$ cat src/sv/ubxr_pkg.sv
// Shared types and constants for the UBX frame position rotator.
// Used by ubxr_rotate and ubx_frame_position_rotator; depends on nothing.
package ubxr_pkg;

    localparam int BUF_DEPTH_DEF = 256;
    // byte index width: holds payload_len + 8 and the deepest buffer
    localparam int IDX_W         = 10;

    localparam logic [7:0] SYNC_ONE = 8'hB5;
    localparam logic [7:0] SYNC_TWO = 8'h62;

    localparam int POS_AT      = 18;   // x word at 18..21, y word at 22..25
    localparam int SUM_START   = 2;
    localparam int REWRITE_END = 58;
    localparam int REWRITE_LEN = 60;
    localparam int FRAME_OVH   = 8;
    localparam int PACK_BYTES  = 8;

    // x/100 for x < 2^32 is (x * MAGIC) >> 37
    localparam logic [31:0] DIV100_MAGIC = 32'h51EB_851F;
    localparam int          DIV100_SHIFT = 37;
    localparam int          Q_SHIFT      = 30;

    localparam logic [7:0]  MATCH_CLASS_RST = 8'd1;
    localparam logic [7:0]  REWRITE_ID_RST  = 8'd6;
    localparam logic [31:0] ROT_COS_RST     = 32'd690187937;
    localparam logic [31:0] ROT_SIN_RST     = 32'd822533957;

    localparam logic [1:0] REG_MATCH_CLASS = 2'd0;
    localparam logic [1:0] REG_REWRITE_ID  = 2'd1;
    localparam logic [1:0] REG_ROT_COS     = 2'd2;
    localparam logic [1:0] REG_ROT_SIN     = 2'd3;

    typedef enum logic [2:0] {
        ST_CLEAR,
        ST_RUN,
        ST_RREAD,
        ST_ROT,
        ST_WB,
        ST_EMIT
    } t_state;

    typedef enum logic [2:0] {
        HS_SYNC1,
        HS_SYNC2,
        HS_CLASS,
        HS_ID,
        HS_LENL,
        HS_LENH,
        HS_PAY,
        HS_CSUM
    } t_hunt;

endpackage

$ cat src/sv/ubxr_rotate.sv
// Q2.30 rotation of one x/y position pair around a single shared multiplier.
// Takes ubxr_pkg for the divide-by-100 constants.
module ubxr_rotate
    import ubxr_pkg::*;
(
    input  logic        i_clk,
    input  logic        i_rst_n,
    input  logic        i_start,
    input  logic [31:0] i_pos_x,   // held by the caller while busy
    input  logic [31:0] i_pos_y,
    input  logic [31:0] i_cos,
    input  logic [31:0] i_sin,
    output logic        o_done,
    output logic [31:0] o_pos_x,
    output logic [31:0] o_pos_y
);

    logic               r_busy;
    logic [2:0]         r_step;
    logic               r_done;
    logic signed [32:0] r_qx, r_qy;
    logic signed [63:0] r_acc, r_dx, r_dy;
    logic [31:0]        r_xo, r_yo;

    logic signed [32:0] mul_a, mul_b;
    logic signed [65:0] prod;
    logic [31:0]        src, src_abs;
    logic               src_neg;
    logic signed [32:0] q_pos;

    // 100 * d / 2^30, truncated toward zero, saturated to 32 bits
    function automatic logic [31:0] scale_sat(input logic signed [63:0] d);
        logic signed [63:0] t;
        logic signed [63:0] u;
        logic [31:0]        res;
        t = (d <<< 6) + (d <<< 5) + (d <<< 2);
        u = (t + (t[63] ? 64'sd1073741823 : 64'sd0)) >>> Q_SHIFT;
        if (u > 64'sd2147483647) begin
            res = 32'h7FFF_FFFF;
        end else if (u < -64'sd2147483648) begin
            res = 32'h8000_0000;
        end else begin
            res = u[31:0];
        end
        return res;
    endfunction

    always_comb begin
        src     = (r_step == 3'd0) ? i_pos_x : i_pos_y;
        src_neg = src[31];
        src_abs = src_neg ? (32'd0 - src) : src;
        mul_a   = 33'sd0;
        mul_b   = 33'sd0;
        case (r_step)
            3'd0, 3'd1: begin
                mul_a = $signed({1'b0, src_abs});
                mul_b = $signed({1'b0, DIV100_MAGIC});
            end
            3'd2: begin mul_a = r_qx; mul_b = $signed({i_cos[31], i_cos}); end
            3'd3: begin mul_a = r_qy; mul_b = $signed({i_sin[31], i_sin}); end
            3'd4: begin mul_a = r_qx; mul_b = $signed({i_sin[31], i_sin}); end
            3'd5: begin mul_a = r_qy; mul_b = $signed({i_cos[31], i_cos}); end
            default: begin mul_a = 33'sd0; mul_b = 33'sd0; end
        endcase
        prod  = mul_a * mul_b;
        q_pos = $signed({7'd0, prod[62:DIV100_SHIFT]});
    end

    always_ff @(posedge i_clk) begin
        if (!i_rst_n) begin
            r_busy <= 1'b0;
            r_step <= 3'd0;
            r_done <= 1'b0;
        end else begin
            r_done <= 1'b0;
            if (i_start) begin
                r_busy <= 1'b1;
                r_step <= 3'd0;
            end else if (r_busy) begin
                r_step <= r_step + 3'd1;
                if (r_step == 3'd7) begin
                    r_busy <= 1'b0;
                    r_done <= 1'b1;
                end
            end
        end
    end

    always_ff @(posedge i_clk) begin
        if (r_busy) begin
            case (r_step)
                3'd0: r_qx  <= src_neg ? -q_pos : q_pos;
                3'd1: r_qy  <= src_neg ? -q_pos : q_pos;
                3'd2: r_acc <= prod[63:0];
                3'd3: r_dx  <= r_acc - prod[63:0];
                3'd4: r_acc <= prod[63:0];
                3'd5: r_dy  <= r_acc + prod[63:0];
                3'd6: r_xo  <= scale_sat(r_dx);
                default: r_yo <= scale_sat(r_dy);
            endcase
        end
    end

    assign o_done  = r_done;
    assign o_pos_x = r_xo;
    assign o_pos_y = r_yo;

endmodule
$ cat config.mk
export PLATFORM = sky130hd
export DESIGN_NAME = ubxr_rotate
export DESIGN_NICKNAME = d
export VERILOG_FILES = /design/src/sv/ubxr_pkg.sv /design/src/sv/ubxr_rotate.sv
export SDC_FILE = /design/constraint.sdc
export NUM_CORES = 2
export LEC_CHECK = 0
export BUFFER_PORTS_ARGS = -buffer_cell sky130_fd_sc_hd__buf_2
export CAP_MARGIN = 40
export CORE_ASPECT_RATIO = 1.25
export CORE_UTILIZATION = 55
export DETAILED_ROUTE_END_ITERATION = 8
export PLACE_DENSITY_LB_ADDON = 0.15
export SLEW_MARGIN = 20
export SYNTH_ARGS = -nofsm -noshare
export SYNTH_HDL_FRONTEND = slang
export SYNTH_SLANG_ARGS = --single-unit
$ cat constraint.sdc
create_clock -name i_clk -period 15.8 [get_ports i_clk]
set_input_delay 4.74 -clock i_clk [delete_from_list [all_inputs] [get_ports i_clk]]
set_output_delay 4.74 -clock i_clk [all_outputs]
set_load 0.01 [all_outputs]
Word level (Yosys, flattened, before mapping)
Cells that the tools add are included.

Flip-flop bits (word level): 321. Input bits: 131. Output and inout bits: 65. Logic and storage cells: 65.

$add $sub $neg: 11. Multiply operators: 1. Magnitude comparators: 4. Equal/unequal tests: 7. Muxes and demuxes: 13. Bitwise gates (word level): 3. Reductions and logical operators: 16.

Operators by type and width (number): adder 64 bit (4); one-hot mux 33 bit (3 select lines) (2); adder 64 x 31 -> 64 bit (2); 2-to-1 mux 32 bit (4); > comparator 34 x 32 -> 1 bit (second input constant) (2); less-than comparator 34 x 32 -> 1 bit (second input constant) (2); multiplier 33 x 33 -> 63 bit (1); adder 62 bit (1); subtractor 62 bit (1); 2-to-1 mux 30 bit (2); 2-to-1 mux 33 bit (1); negation 26 -> 33 bit (1); subtractor 1 x 32 -> 32 bit (first input constant) (1); AND reduction 2 bit (7); == test 3 bit (second input constant) (4); OR reduction 2 bit (6); OR reduction 7 bit (1); == test 3 x 2 -> 1 bit (second input constant) (2); 2-to-1 mux 1 bit (4); adder 3 x 1 -> 3 bit (second input constant) (1); == test 3 x 1 -> 1 bit (second input constant) (1); logical NOT 3 bit (1); inverter 1 bit (3); OR reduction 3 bit (1).

Depth between registers and ports, before layout
Depth after elaboration: 8. Mapped depth: 58. Gate-level depth less buffers: 53.

Worst setup path before layout
No wires, ideal clock.

Path type: in2reg. Start: in i_pos_x[1]. End: reg r_dx[61] (data pin). Library setup time: 256 ps. Arrival: 16317 ps. Required time: 15544 ps. Slack: -773 ps. Cell stages on the path: 51. Buffers on the path: 2. Cell sequence: or4b_1 -> o31ai_1 -> and3_1 -> nand3_1 -> nor3_1 -> and3_1 -> and2_1 -> a21oi_1 -> xnor2_1 -> nand2_1 -> and2_1 -> clkbuf_1 -> clkbuf_1 -> nor2_1 -> fa_1 -> fa_1 -> inv_1 -> fa_1 -> [... 15 more ...] -> a21o_1 -> a21o_1 -> xor2_1 -> ha_1 -> inv_1 -> a21oi_1 -> nor2_1 -> o21ai_0 -> o21ai_0 -> nor3_1 -> a211oi_1 -> o41ai_1 -> a21oi_1 -> a221o_1 -> a211oi_1 -> nor4_1 -> o31a_1 -> o211a_1.

Cells in the longest elaborated chain, start to end: 6.

RTL lines: from (decl) (RTL line ubxr_rotate.sv:9) `input logic [31:0] i_pos_x,`; 2-to-1 mux 32 bit * (RTL line ubxr_rotate.sv:49) `src = (r_step == 3'd0) ? i_pos_x : i_pos_y;`; subtractor 1 x 32 -> 32 bit (RTL line ubxr_rotate.sv:51) `src_abs = src_neg ? (32'd0 - src) : src;`; 2-to-1 mux 32 bit * (RTL line ubxr_rotate.sv:51); one-hot mux 33 bit (3 select lines) * (RTL line ubxr_rotate.sv:54) `case (r_step)`; multiplier 33 x 33 -> 63 bit * (RTL line ubxr_rotate.sv:65) `prod = mul_a * mul_b;`; via prod[31] (RTL line ubxr_rotate.sv:26) `logic signed [65:0] prod;`; subtractor 62 bit * (RTL line ubxr_rotate.sv:95) `3'd3: r_dx <= r_acc - prod[63:0];`; to (signal assigned) (RTL line ubxr_rotate.sv:95); to (decl) (RTL line ubxr_rotate.sv:22) `logic signed [63:0] r_acc, r_dx, r_dy;`.

The timed path passes the listed nets; every way through them passes the cells marked *. A chain may end at the register's enable or synchronous reset.

Worst setup path in the final report
Start: in i_pos_x[1]. End: reg r_dy[61] (data pin).

Cells in the longest elaborated chain, start to end: 6.

RTL lines: 2-to-1 mux 32 bit * (RTL line ubxr_rotate.sv:49); subtractor 1 x 32 -> 32 bit (RTL line ubxr_rotate.sv:51); 2-to-1 mux 32 bit * (RTL line ubxr_rotate.sv:51); one-hot mux 33 bit (3 select lines) * (RTL line ubxr_rotate.sv:54); multiplier 33 x 33 -> 63 bit * (RTL line ubxr_rotate.sv:65); adder 62 bit * (RTL line ubxr_rotate.sv:97) `3'd5: r_dy <= r_acc + prod[63:0];`; to (signal assigned) (RTL line ubxr_rotate.sv:97); to (decl) (RTL line ubxr_rotate.sv:22).

Every way passes the cells marked *; elsewhere a longest branch is shown, timed or not.

==> results.md <==
* Final hold violations at 0
* Die Wd at 316.8 µm
* Routed Wire Length at 248.0 mm
* Post-route setup TNS at -0.7071 ns
* Ys async rst share at 0
* Commonest cells after routing, fill and taps aside: inv_1 (1,300), fa_1 (1,195), buf_4 (953)
* Vias in the first global route at 61,340
* CTS Root Cell: clkbuf_16
* CP startpoint kind: input port
* Max Root-Sink Buffers at 3
* Hold Crit Class: reg2reg
* FF+latch count, synth at 321
* Met2 usage at 0.6704
* Synth cell types at 105
* Synth area leaders: fa_1 (36%), edfxtp_1 (14%), ha_1 (9.2%)
* Post-synthesis sequential area ratio at 0.1407
* Met3 Use GR at 0.06480
* CTS tree: yes
* M1 GR Usage at 0.4461
* Detailed Place HPWL at 209.1 mm
* Drt first-iter violations at 4,154
* Worst Path Arrival at around 16 ns
* Die area at about 130,000 µm²
* Global-route wire length before repair at 365.7 mm
* Synth Warn # at 0
* Layout area overhead at 20.81%
* Top Usage Layer GRT: met2
* 1st-pass router iterations at 6
* Critical Path End Type: flip-flop
* FF+latch area at 9589 µm²
* GPL Wtd Cong at ~1.1
* Most frequent CP cell: fa_1
* Clock transition at path regs at 0.07 ns
* Fill cells at 10,190
* Core footprint at 123,100 µm²
* H-Tree Depth at 1
* Max Slew Vio Count at 0
* Share of post-route cells with drive strength above 1 at 0.2093
* Post-route DRC at 0
* Total Routing Usage GR at 0.3970
* Min setup slack post-route at -0.2317 ns
* Pin count of the biggest net entering global routing at 63
* Vias post-DR at 58,370
* Worst path max stage delay at roughly 0.63 ns
* Most common cell after layout, fill and taps aside: inv_1
* Final setup vio count at 7
* Crit path time final at roughly 16 ns
* Number of synthesized flops with an enable pin at roughly 320
* CTS Hold Bufs at 0
* MaxCap Viol Count at 0
* Net Count, Synth at 9,296
* Num Clock Sinks at 321
* Layout Cells excl Fill at 10,050
* Relative slew slack at 0.2670
* Crit path max-delay cell type: fa_1
* PortBufs at 195
* Placed cells at 9,924
* Wire per inst at 24.68 µm
* Main synth FF type: edfxtp_1
* Reg2Reg Setup Slack at 2.47 ns
* Initial core utilization at 0.5538
* Area of the multi-input gates at 54,710 µm²
* ANT nets after route at 0
* Layout net count at 10,280
* Pre-CTS WS at -1.611 ns
* Critical path class: in2reg
* Ports at just under 200
* Fmax at between 0.06 and 0.07 GHz
* Post-layout util at 0.6690
* Share of the synthesized area in the top cell type at 0.3616
* Syn avg cell area at 9.168 µm²
* Buffer and inverter count on the worst path at 9
* Via/cell ratio at slightly below 6
* Critical path's top delay family: adder cells
* Post-synth top area cell: fa_1
* Syn Inst Count at around 7,400
* Mapped Area at 68,150 µm²
* Num rows at 144
* Initial antenna violation count at 9
* CP max FO at 4
* Total global routing overflow at 0
* Data required time of the worst path at 16.20 ns
* Clock latency on the worst-skew pair at roughly 0.66 ns
* Outcome: finished, violations left
* Clk_skew at between 0.05 and 0.06 ns
* Final Cycle Share at 1.015
* Failing checks: negative setup slack
* Die Ht at between 300 and 400 µm
* RSZ-0062 raised after global routing: yes
* Worst Tran Pin Value at 1.100 ns
* TritonCTS Buffers at 31
[through the flow]
step	cell area, µm²	hold slack, ns
6_report	82320	0.5790
5_1_grt	82320	0.5996
4_1_cts	80480	0.5802
3_5_place_dp	78560	0.5730
3_3_place_gp	78410	0.5286
2_1_floorplan	68390	0.5008
[metal layers]
| metal | vias to the layer above | routed length [µm] |
|---|---|---|
| met5 | - | 35 |
| met4 | 4 | 23530 |
| met3 | 862 | 19050 |
| met2 | 2519 | 119900 |
| met1 | 29060 | 85450 |
| li1 | 25920 | - |
[registers in the layout, indices dropped and copies added, names as in the netlist]
register	count
r_acc	62
r_dx	62
r_dy	62
r_qx	33
r_qy	33
o_pos_x	32
o_pos_y	32
r_step	3
o_done	1
r_busy	1
[tightest hold or removal path: stages (launching register included)]
cell,delay (ns)
dfxtp_1,0.36
xnor2_1,0.15
nor2_1,0.04
[path summary, 6_finish.rpt]
check                           startpoint  depth (start not counted)         to
worst max-delay path            i_pos_x[1]                         52   r_dy[61]
worst min register to register   r_step[0]                          2  r_step[0]
worst max register to register   r_step[0]                         57   r_dy[61]
worst min-delay path             r_step[0]                          2  r_step[0]
[synthesized netlist by cell type (30+ instances only)]
library cell	count
a211oi_1	35
a21o_1	172
a21oi_1	286
a22oi_1	52
a31oi_1	52
and2_1	66
and3_1	58
clkbuf_1	269
edfxtp_1	316
fa_1	1231
ha_1	501
inv_1	1329
mux2i_1	39
nand2_1	607
nand2b_1	48
nand3_1	67
nand4_1	41
nor2_1	900
nor2b_1	38
nor3_1	83
o21a_1	76
o21ai_0	205
o21ai_1	30
o21bai_1	53
xnor2_1	262
xor2_1	125
[cell type report]
type                       instances  area share
multi-input combinational       5480      0.6645
timing repair buffer            1252      0.1200
sequential                       321      0.1165
inverter                        1330     0.06069
tap                             1606     0.02441
clock buffer                      34    0.009560
clock inverter                    21    0.004134
antenna                            6   0.0001824
[cell families (layout without fill, tap and decap cells)]
logic type,Yosys count,after routing,share of synthesized area
adder cells (fa/ha/maj),1732,1732,0.4536
other,0,6,0
AND/OR/NAND/NOR,2047,2047,0.1324
multiplexers,42,42,0.006224
AO/OA/AOI/OAI,1270,1270,0.1263
buffers and inverters,1632,2637,0.09050
flip-flops,321,321,0.1407
XOR/XNOR,389,389,0.05022
[repair_timing]
| item | CTS | global route |
|---|---|---|
| pin swaps | 54 | 241 |
| gates cloned | 2 | 0 |
| setup buffers | 14 | 55 |
| endpoints found under the setup margin | 53 | 69 |
| resized for setup | 140 | 315 |
Power is not shown: default switching activity piles up to over one toggle a cycle in this logic, so the estimate is an artifact.
